## src/rtl/core/rhc_pkg.sv

```systemverilog
// Shared constants for the RGB to HSV converter.
// Used by rhc_prep and rgb_to_hsv_converter; depends on nothing.
`timescale 1ns / 1ps

package rhc_pkg;

   // Width of the hue field on the result channel.
   localparam int HUE_OUT_BITS = 15;

   // One hue sector and one full turn, in degrees.
   localparam int SECTOR_DEGREES    = 60;
   localparam int FULL_TURN_DEGREES = 360;

endpackage

```

## src/rtl/core/rgb_to_hsv_converter.sv

```systemverilog
// Top level of the RGB to HSV converter: front end, two pipelined dividers
// and the delay line for value, alpha and valid. Uses rhc_pkg, rhc_prep and
// rhc_divider.
//
//   Channel  Direction  Handshake             Payload
//   req_     in         req_valid/req_stall   red, green, blue, alpha
//   rsp_     out        rsp_valid/rsp_stall   hue, saturation, value, alpha
//
// A request passes two front-end stages and then DIV_STAGES divider stages,
// DIV_STAGES = max(9 + HUE_FRAC_BITS, CHANNEL_BITS); each divider works out one
// quotient bit per stage and only holds beyond its quotient width. One request
// can enter on every clock while req_stall is low. Reset clears only the valid
// bits. While a finished result waits on rsp_stall, every stage holds, empty ones
// included, and req_stall is raised for as long as the result waits.
`timescale 1ns / 1ps

module rgb_to_hsv_converter #(
   parameter int CHANNEL_BITS  = 8,
   parameter int HUE_FRAC_BITS = 6
) (
   input  logic                             clock,
   input  logic                             reset,
   input  logic                             req_valid,
   output logic                             req_stall,
   input  logic [CHANNEL_BITS-1:0]          req_red_in,
   input  logic [CHANNEL_BITS-1:0]          req_green_in,
   input  logic [CHANNEL_BITS-1:0]          req_blue_in,
   input  logic [CHANNEL_BITS-1:0]          req_alpha_in,
   output logic                             rsp_valid,
   input  logic                             rsp_stall,
   output logic [rhc_pkg::HUE_OUT_BITS-1:0] rsp_hue_out,
   output logic [CHANNEL_BITS-1:0]          rsp_saturation_out,
   output logic [CHANNEL_BITS-1:0]          rsp_value_out,
   output logic [CHANNEL_BITS-1:0]          rsp_alpha_out
);

   // The hue quotient stays below 360 degrees in hue units.
   localparam int HueQuoBits = $clog2(rhc_pkg::FULL_TURN_DEGREES << HUE_FRAC_BITS);
   localparam int DivStages  = (HueQuoBits > CHANNEL_BITS) ? HueQuoBits : CHANNEL_BITS;
   localparam int HueWideBits =
      (HueQuoBits > rhc_pkg::HUE_OUT_BITS) ? HueQuoBits : rhc_pkg::HUE_OUT_BITS;

   logic                                 advance;
   logic                                 pre_valid;
   logic [CHANNEL_BITS-1:0]              pre_value;
   logic [CHANNEL_BITS-1:0]              pre_alpha;
   logic [2*CHANNEL_BITS-1:0]            pre_sat_num;
   logic [CHANNEL_BITS-1:0]              pre_sat_den;
   logic [CHANNEL_BITS+HueQuoBits-1:0]   pre_hue_num;
   logic [CHANNEL_BITS-1:0]              pre_hue_den;
   logic [CHANNEL_BITS-1:0]              sat_quo;
   logic [HueQuoBits-1:0]                hue_quo;
   logic [HueWideBits-1:0]               hue_wide;

   logic                    valid_ff [DivStages];
   logic [CHANNEL_BITS-1:0] value_ff [DivStages];
   logic [CHANNEL_BITS-1:0] alpha_ff [DivStages];

   // Every stage moves together unless a finished result is held off.
   assign advance   = !(valid_ff[DivStages-1] && rsp_stall);
   assign req_stall = !advance;

   rhc_prep #(
      .CHANNEL_BITS  (CHANNEL_BITS),
      .HUE_FRAC_BITS (HUE_FRAC_BITS),
      .HUE_QUO_BITS  (HueQuoBits)
   ) u_prep (
      .clock      (clock),
      .reset      (reset),
      .advance    (advance),
      .up_valid   (req_valid),
      .up_red     (req_red_in),
      .up_green   (req_green_in),
      .up_blue    (req_blue_in),
      .up_alpha   (req_alpha_in),
      .dn_valid   (pre_valid),
      .dn_value   (pre_value),
      .dn_alpha   (pre_alpha),
      .dn_sat_num (pre_sat_num),
      .dn_sat_den (pre_sat_den),
      .dn_hue_num (pre_hue_num),
      .dn_hue_den (pre_hue_den)
   );

   // Saturation: spread times full scale over the largest channel.
   rhc_divider #(
      .DEN_BITS (CHANNEL_BITS),
      .QUO_BITS (CHANNEL_BITS),
      .STAGES   (DivStages)
   ) u_sat_div (
      .clock   (clock),
      .advance (advance),
      .num     (pre_sat_num),
      .den     (pre_sat_den),
      .quo     (sat_quo)
   );

   // Hue: sector position times one sector over the spread.
   rhc_divider #(
      .DEN_BITS (CHANNEL_BITS),
      .QUO_BITS (HueQuoBits),
      .STAGES   (DivStages)
   ) u_hue_div (
      .clock   (clock),
      .advance (advance),
      .num     (pre_hue_num),
      .den     (pre_hue_den),
      .quo     (hue_quo)
   );

   // Value, alpha and valid ride alongside the dividers.
   for (genvar s = 0; s < DivStages; s++) begin : g_delay
      logic                    valid_prev;
      logic [CHANNEL_BITS-1:0] value_prev;
      logic [CHANNEL_BITS-1:0] alpha_prev;

      if (s == 0) begin : g_first
         assign valid_prev = pre_valid;
         assign value_prev = pre_value;
         assign alpha_prev = pre_alpha;
      end else begin : g_next
         assign valid_prev = valid_ff[s-1];
         assign value_prev = value_ff[s-1];
         assign alpha_prev = alpha_ff[s-1];
      end

      always_ff @(posedge clock) begin
         if (reset) begin
            valid_ff[s] <= 1'b0;
         end else if (advance) begin
            valid_ff[s] <= valid_prev;
         end
      end

      always_ff @(posedge clock) begin
         if (advance) begin
            value_ff[s] <= value_prev;
            alpha_ff[s] <= alpha_prev;
         end
      end
   end

   // The hue field keeps only its low bits when the quotient is wider.
   assign hue_wide           = HueWideBits'(hue_quo);
   assign rsp_hue_out        = hue_wide[rhc_pkg::HUE_OUT_BITS-1:0];
   assign rsp_saturation_out = sat_quo;
   assign rsp_value_out      = value_ff[DivStages-1];
   assign rsp_alpha_out      = alpha_ff[DivStages-1];
   assign rsp_valid          = valid_ff[DivStages-1];

endmodule

```

## src/rtl/core/rhc_prep.sv

```systemverilog
// Front end of the RGB to HSV converter: max, min, spread and sector position,
// then the dividends and divisors for the two dividers. Uses rhc_pkg.
`timescale 1ns / 1ps

module rhc_prep #(
   parameter int CHANNEL_BITS  = 8,
   parameter int HUE_FRAC_BITS = 6,
   parameter int HUE_QUO_BITS  = 15
) (
   input  logic                                 clock,
   input  logic                                 reset,
   input  logic                                 advance,
   input  logic                                 up_valid,
   input  logic [CHANNEL_BITS-1:0]              up_red,
   input  logic [CHANNEL_BITS-1:0]              up_green,
   input  logic [CHANNEL_BITS-1:0]              up_blue,
   input  logic [CHANNEL_BITS-1:0]              up_alpha,
   output logic                                 dn_valid,
   output logic [CHANNEL_BITS-1:0]              dn_value,
   output logic [CHANNEL_BITS-1:0]              dn_alpha,
   output logic [2*CHANNEL_BITS-1:0]            dn_sat_num,
   output logic [CHANNEL_BITS-1:0]              dn_sat_den,
   output logic [CHANNEL_BITS+HUE_QUO_BITS-1:0] dn_hue_num,
   output logic [CHANNEL_BITS-1:0]              dn_hue_den
);

   // The sector position is below six times the spread.
   localparam int PosBits = CHANNEL_BITS + 3;
   localparam int HueNumBits = CHANNEL_BITS + HUE_QUO_BITS;
   localparam int SectorUnits = rhc_pkg::SECTOR_DEGREES << HUE_FRAC_BITS;

   logic [CHANNEL_BITS-1:0] max_rg;
   logic [CHANNEL_BITS-1:0] max_all;
   logic [CHANNEL_BITS-1:0] min_rg;
   logic [CHANNEL_BITS-1:0] min_all;
   logic [CHANNEL_BITS-1:0] spread;
   logic [PosBits-1:0]      pos;

   logic                    s1_valid_ff;
   logic [CHANNEL_BITS-1:0] s1_max_ff;
   logic [CHANNEL_BITS-1:0] s1_spread_ff;
   logic [PosBits-1:0]      s1_pos_ff;
   logic [CHANNEL_BITS-1:0] s1_alpha_ff;

   logic                                 s2_valid_ff;
   logic [CHANNEL_BITS-1:0]              s2_value_ff;
   logic [CHANNEL_BITS-1:0]              s2_alpha_ff;
   logic [2*CHANNEL_BITS-1:0]            s2_sat_num_ff;
   logic [CHANNEL_BITS-1:0]              s2_sat_den_ff;
   logic [HueNumBits-1:0]                s2_hue_num_ff;
   logic [CHANNEL_BITS-1:0]              s2_hue_den_ff;

   logic [2*CHANNEL_BITS-1:0]            sat_num_in;
   logic [CHANNEL_BITS-1:0]              sat_den_in;
   logic [HueNumBits-1:0]                hue_num_in;
   logic [CHANNEL_BITS-1:0]              hue_den_in;
   logic [HueNumBits-1:0]                pos_wide;

   // Stage one: the largest channel picks the sector, red first on ties.
   always_comb begin
      max_rg  = (up_red > up_green) ? up_red : up_green;
      max_all = (max_rg > up_blue) ? max_rg : up_blue;
      min_rg  = (up_red < up_green) ? up_red : up_green;
      min_all = (min_rg < up_blue) ? min_rg : up_blue;
      spread  = max_all - min_all;
      if (up_red == max_all) begin
         if (up_green >= up_blue) begin
            pos = PosBits'(up_green) - PosBits'(up_blue);
         end else begin
            pos = (PosBits'(spread) << 2) + (PosBits'(spread) << 1)
                  - (PosBits'(up_blue) - PosBits'(up_green));
         end
      end else if (up_green == max_all) begin
         pos = (PosBits'(spread) << 1) + PosBits'(up_blue) - PosBits'(up_red);
      end else begin
         pos = (PosBits'(spread) << 2) + PosBits'(up_red) - PosBits'(up_green);
      end
   end

   always_ff @(posedge clock) begin
      if (reset) begin
         s1_valid_ff <= 1'b0;
      end else if (advance) begin
         s1_valid_ff <= up_valid;
      end
   end

   always_ff @(posedge clock) begin
      if (advance) begin
         s1_max_ff    <= max_all;
         s1_spread_ff <= spread;
         s1_pos_ff    <= pos;
         s1_alpha_ff  <= up_alpha;
      end
   end

   // Stage two: spread times full scale, and position times one sector in
   // hue units. A grey pixel gets a divisor of one so that both quotients
   // come out zero.
   always_comb begin
      sat_num_in = (2*CHANNEL_BITS)'(s1_spread_ff) << CHANNEL_BITS;
      sat_num_in = sat_num_in - (2*CHANNEL_BITS)'(s1_spread_ff);
      pos_wide   = HueNumBits'(s1_pos_ff);
      hue_num_in = pos_wide * HueNumBits'(SectorUnits);
      if (s1_spread_ff == '0) begin
         sat_den_in = CHANNEL_BITS'(1);
         hue_den_in = CHANNEL_BITS'(1);
      end else begin
         sat_den_in = s1_max_ff;
         hue_den_in = s1_spread_ff;
      end
   end

   always_ff @(posedge clock) begin
      if (reset) begin
         s2_valid_ff <= 1'b0;
      end else if (advance) begin
         s2_valid_ff <= s1_valid_ff;
      end
   end

   always_ff @(posedge clock) begin
      if (advance) begin
         s2_value_ff   <= s1_max_ff;
         s2_alpha_ff   <= s1_alpha_ff;
         s2_sat_num_ff <= sat_num_in;
         s2_sat_den_ff <= sat_den_in;
         s2_hue_num_ff <= hue_num_in;
         s2_hue_den_ff <= hue_den_in;
      end
   end

   assign dn_valid   = s2_valid_ff;
   assign dn_value   = s2_value_ff;
   assign dn_alpha   = s2_alpha_ff;
   assign dn_sat_num = s2_sat_num_ff;
   assign dn_sat_den = s2_sat_den_ff;
   assign dn_hue_num = s2_hue_num_ff;
   assign dn_hue_den = s2_hue_den_ff;

endmodule

```

## src/rtl/core/rhc_divider.sv

```systemverilog
// Pipelined restoring divider for the RGB to HSV converter, one quotient bit
// per stage; early stages past the quotient width only hold. No package use.
`timescale 1ns / 1ps

module rhc_divider #(
   parameter int DEN_BITS = 8,
   parameter int QUO_BITS = 8,
   parameter int STAGES   = 8
) (
   input  logic                         clock,
   input  logic                         advance,
   input  logic [DEN_BITS+QUO_BITS-1:0] num,
   input  logic [DEN_BITS-1:0]          den,
   output logic [QUO_BITS-1:0]          quo
);

   // The dividend must be below den * 2**QUO_BITS.
   localparam int RemBits = DEN_BITS + QUO_BITS;

   logic [RemBits-1:0]  rem_ff [STAGES];
   logic [DEN_BITS-1:0] den_ff [STAGES];
   logic [QUO_BITS-1:0] quo_ff [STAGES];

   for (genvar s = 0; s < STAGES; s++) begin : g_stage
      localparam int BitIdx = STAGES - 1 - s;

      logic [RemBits-1:0]  rem_prev;
      logic [DEN_BITS-1:0] den_prev;
      logic [QUO_BITS-1:0] quo_prev;
      logic [RemBits-1:0]  rem_in;
      logic [QUO_BITS-1:0] quo_in;

      if (s == 0) begin : g_first
         assign rem_prev = num;
         assign den_prev = den;
         assign quo_prev = '0;
      end else begin : g_next
         assign rem_prev = rem_ff[s-1];
         assign den_prev = den_ff[s-1];
         assign quo_prev = quo_ff[s-1];
      end

      if (BitIdx < QUO_BITS) begin : g_sub
         logic [RemBits:0] diff;
         always_comb begin
            diff   = {1'b0, rem_prev} - ({1'b0, RemBits'(den_prev)} << BitIdx);
            quo_in = quo_prev;
            if (diff[RemBits]) begin
               rem_in = rem_prev;
            end else begin
               rem_in = diff[RemBits-1:0];
               quo_in[BitIdx] = 1'b1;
            end
         end
      end else begin : g_hold
         assign rem_in = rem_prev;
         assign quo_in = quo_prev;
      end

      always_ff @(posedge clock) begin
         if (advance) begin
            rem_ff[s] <= rem_in;
            den_ff[s] <= den_prev;
            quo_ff[s] <= quo_in;
         end
      end
   end

   assign quo = quo_ff[STAGES-1];

endmodule
```

## config.mk

```make
export PLATFORM = sky130hd
export DESIGN_NAME = rgb_to_hsv_converter
export DESIGN_NICKNAME = d
export VERILOG_FILES = /design/src/rtl/core/rhc_pkg.sv /design/src/rtl/core/rgb_to_hsv_converter.sv /design/src/rtl/core/rhc_prep.sv /design/src/rtl/core/rhc_divider.sv
export SDC_FILE = /design/constraint.sdc
export NUM_CORES = 2
export LEC_CHECK = 0
export BUFFER_PORTS_ARGS = -buffer_cell sky130_fd_sc_hd__buf_2
export CAP_MARGIN = 25
export CORE_MARGIN = 2
export CORE_UTILIZATION = 55
export DETAILED_ROUTE_END_ITERATION = 16
export GPL_ROUTABILITY_DRIVEN = 0
export PLACE_DENSITY_LB_ADDON = 0.12
export SETUP_SLACK_MARGIN = 0.4
export SLEW_MARGIN = 25
export SYNTH_ARGS = -nofsm -noshare
export SYNTH_HDL_FRONTEND = slang
export SYNTH_HIERARCHICAL = 1
export SYNTH_SLANG_ARGS = --single-unit
```

## constraint.sdc

```tcl
create_clock -name clock -period 40.3 [get_ports clock]
set_input_delay 6.045 -clock clock [delete_from_list [all_inputs] [get_ports clock]]
set_output_delay 6.045 -clock clock [all_outputs]
set_load 0.02 [all_outputs]
```

==> results_dict.tcl <==
set metrics [dict create \
    layout_setup_ws_ns 27.03 \
    fin_area_sq_mm 0.0632 \
    overflow 0 \
    irDropWorstVdd_v 0.000120 \
    maxCapViolCount 0 \
    grt_pass1_vias 29100 \
    grt_max_degree 169 \
    hold_depth 0 \
    antenna_found_initial 0 \
    die_h_microns 325 \
    area_growth_pct 11.3 \
    clockRootBuffer "clkbuf_16" \
    initial_core_util_pct 55.6 \
    end_kind "register" \
    yosysSeqAreaShare_pct 67.7 \
    wl_microns 83600 \
    setup_violations 0 \
    crit_arrival_ns 13.73 \
    synth_top_flop_cell "edfxtp_1" \
    synth_area_leaders "edfxtp_1 (68%), ha_1 (6.1%), fa_1 (2.3%)" \
    io_buffer_count 76 \
    r2r_start "valid_ff[1][6]$_DFFE_PP_" \
    yosys_register_bits 1281 \
    yosysTopAreaCell "edfxtp_1" \
    antenna_left 0 \
    place_hpwl_microns 56200 \
    ff2ff_path_depth 7 \
    cts_repair_resize_count 0 \
    critPathLaunchType "input pin" \
    critPathMaxFanout 14 \
    slowest_delay_ns 0.64 \
    firstDrtPassIters 5 \
    chipWidth_microns 325 \
    yosysMostFrequentCell "edfxtp_1" \
    cp_common_cell "inv_1" \
    worst_pin_slew_ns 0.945 \
    final_nets 4461 \
    post_drt_via_cell_ratio 5.31 \
    reg2reg_to "u_hue_div/quo_ff[1][76]$_SDFFCE_PN1P_" \
    placed_cell_area_sq_mm 0.0588 \
    skew_ns 0.0181 \
    num-fill-cells 7665 \
    min_from "u_sat_div/rem_ff[0][13]$_DFFE_PP_" \
    drc 0 \
    clk_latency_ns 0.71 \
    hold_viol_final 0 \
    rows 117 \
    reg2reg_slack_ns 34.58 \
    async_flop_share_pct 0 \
    relSlewSlack_pct 36.9 \
    dp_slack_ns 26.41 \
    post_cts_buffers 0 \
    drive_above_1_share_pct 9.87 \
    min_to "u_sat_div/rem_ff[0][29]$_DFFE_PP_" \
    h-tree-depth 4 \
    rsz0062_at_grt "false" \
    synthCells 3897 \
    min_path_type "register to register" \
    p_leak_nw 24.6 \
    wl_per_cell_microns 15.1 \
    die_area_sq_mm 0.106 \
    power-per-cell-area_mw_per_mm2 91.0 \
    tns_ns 0 \
    grt_first_pass_wirelength_microns 140000 \
    synth_top_area_share_pct 67.7 \
    status "completed" \
    netlist_top_cells_count "edfxtp_1 (1279), inv_1 (336), ha_1 (279)" \
    synth.distinct_cells 105 \
    fmax_mhz 75.3 \
    vias 29500 \
    critPathSlowestCell "nor2_1" \
    cts.clk_slew.worst_paths_ns 0.06 \
    synth_edf_count 1279 \
    cts_tree "built" \
    cts_sinks 1281 \
    drv_slew 0 \
    drt_iter0_drc 1674 \
    cts_buffer_depth 3 \
    cts_hold_buf 0 \
    grt.total_usage_pct 16.1 \
    netlist_area_sq_mm 0.0568 \
    worstSetupPathType "input pin to register" \
    antenna_cells 0 \
    yosysWarnings 6 \
    period_minus_slack_ns 13.27 \
    ioPinCount 77 \
    synth_area_per_cell_sq_um 14.6 \
    fin_crit_sh_pct 32.9 \
    cts_buffers 134 \
    core_area_sq_mm 0.102 \
    required_ns 40.76 \
]
==> cell usage in the layout (no fill, tap or decap), types with 17 or more instances in the layout <==
cell / instances
mux2i_1: 34
mux2_2: 52
o21ai_0: 165
nor4_1: 37
nor2b_1: 60
a21oi_1: 176
clkbuf_16: 136
buf_2: 76
inv_1: 336
xnor2_1: 123
o21ai_1: 52
a21o_1: 48
ha_1: 279
nand3_1: 34
o31a_1: 19
nand2_1: 177
a211oi_1: 20
nor3_1: 79
nor2_1: 225
nand2b_1: 52
nand4_1: 21
edfxtp_1: 1279
fa_1: 64
xor2_1: 87
or3_1: 24
clkinv_1: 26
clkbuf_1: 32
o31ai_1: 28
mux2_1: 17
o21bai_1: 25
o21a_1: 60
==> worst max path at each step <==
stage	to	start	cells past startpoint	slack, ns
after global placement	u_prep/s1_pos_ff[9]$_DFFE_PP_	req_red_in[0]	32	26.55
final	u_prep/s1_pos_ff[9]$_DFFE_PP_	req_red_in[0]	32	27.03
after CTS	u_prep/s1_pos_ff[9]$_DFFE_PP_	req_red_in[0]	32	27.19
after floorplan	req_stall	rsp_stall	2	2.97
after detailed placement	u_prep/s1_pos_ff[10]$_DFFE_PP_	req_red_in[0]	33	26.41
after global routing	u_prep/s1_pos_ff[10]$_DFFE_PP_	req_red_in[0]	34	26.37
==> cells by family after synthesis <==
kind of cell               Yosys count  share of synthesized area (%)
DFF                               1281                           67.7
and+or+nand+nor                    834                           7.49
AOI/OAI and AO/OA                  724                           8.20
buffers and inverters              396                           2.78
adders and majority gates          343                           8.41
xor gates and xnor gates           211                           3.27
muxes                              107                           2.11
other                                1                        0.00661
==> report_power, final <==
part / switching (W) / internal (W)
clock network: 0.000489 / 0.000709
registers: 0.000236 / 0.00214
logic: 0.00116 / 0.00101
total: 0.00188 / 0.00386
==> final cells by class <==
| cell class | instances | area [sq um] | area share (%) |
|---|---|---|---|
| multi-input cells | 2227 | 16800 | 26.6 |
| clock inverters | 70 | 818 | 1.30 |
| flip-flops and latches | 1281 | 38400 | 60.9 |
| repair buffers | 97 | 578 | 0.915 |
| clock buffers | 168 | 3520 | 5.58 |
| inverters | 341 | 1280 | 2.03 |
| well taps | 1368 | 1710 | 2.71 |
==> sequential cells by signal (all words and copies together), names as in the netlist, 16 cells and up <==
name and cells:
alpha_ff 120, u_hue_div/den_ff 112, u_hue_div/quo_ff 120, u_hue_div/rem_ff 322, u_prep/dn_sat_num 16, u_sat_div/den_ff 112
u_sat_div/quo_ff 36, u_sat_div/rem_ff 224, value_ff 120
==> critical path: cells and delay by family <==
kind                       cells  cell delay [ns]
buffers and inverters          6             0.53
xor gates and xnor gates       1             0.12
adders and majority gates      6             2.03
and+or+nand+nor                5             1.27
AOI/OAI and AO/OA             12             3.07
muxes                          2             0.65
==> per-stage QoR <==
stage	utilization (%)	hold WS, ns	cells	power (W)
6_report	61.9	0.407	5552	0.00574
5_1_grt	61.9	0.412	5552	0.00620
4_1_cts	61.9	0.408	5552	0.00580
3_5_place_dp	57.6	0.405	5314	0.00457
3_3_place_gp	57.6	0.400	5314	0.00451
2_1_floorplan	-	0.400	3904	0.00410
==> metal layers <==
| metal | routed length [microns] | global-route usage, % |
|---|---|---|
| met1 | 37000 | 20.5 |
| met5 | 0 | 0 |
| met2 | 40800 | 27.1 |
| met3 | 3060 | 2.95 |
| met4 | 2730 | 6.92 |
Power figures use the tool's default switching activity.
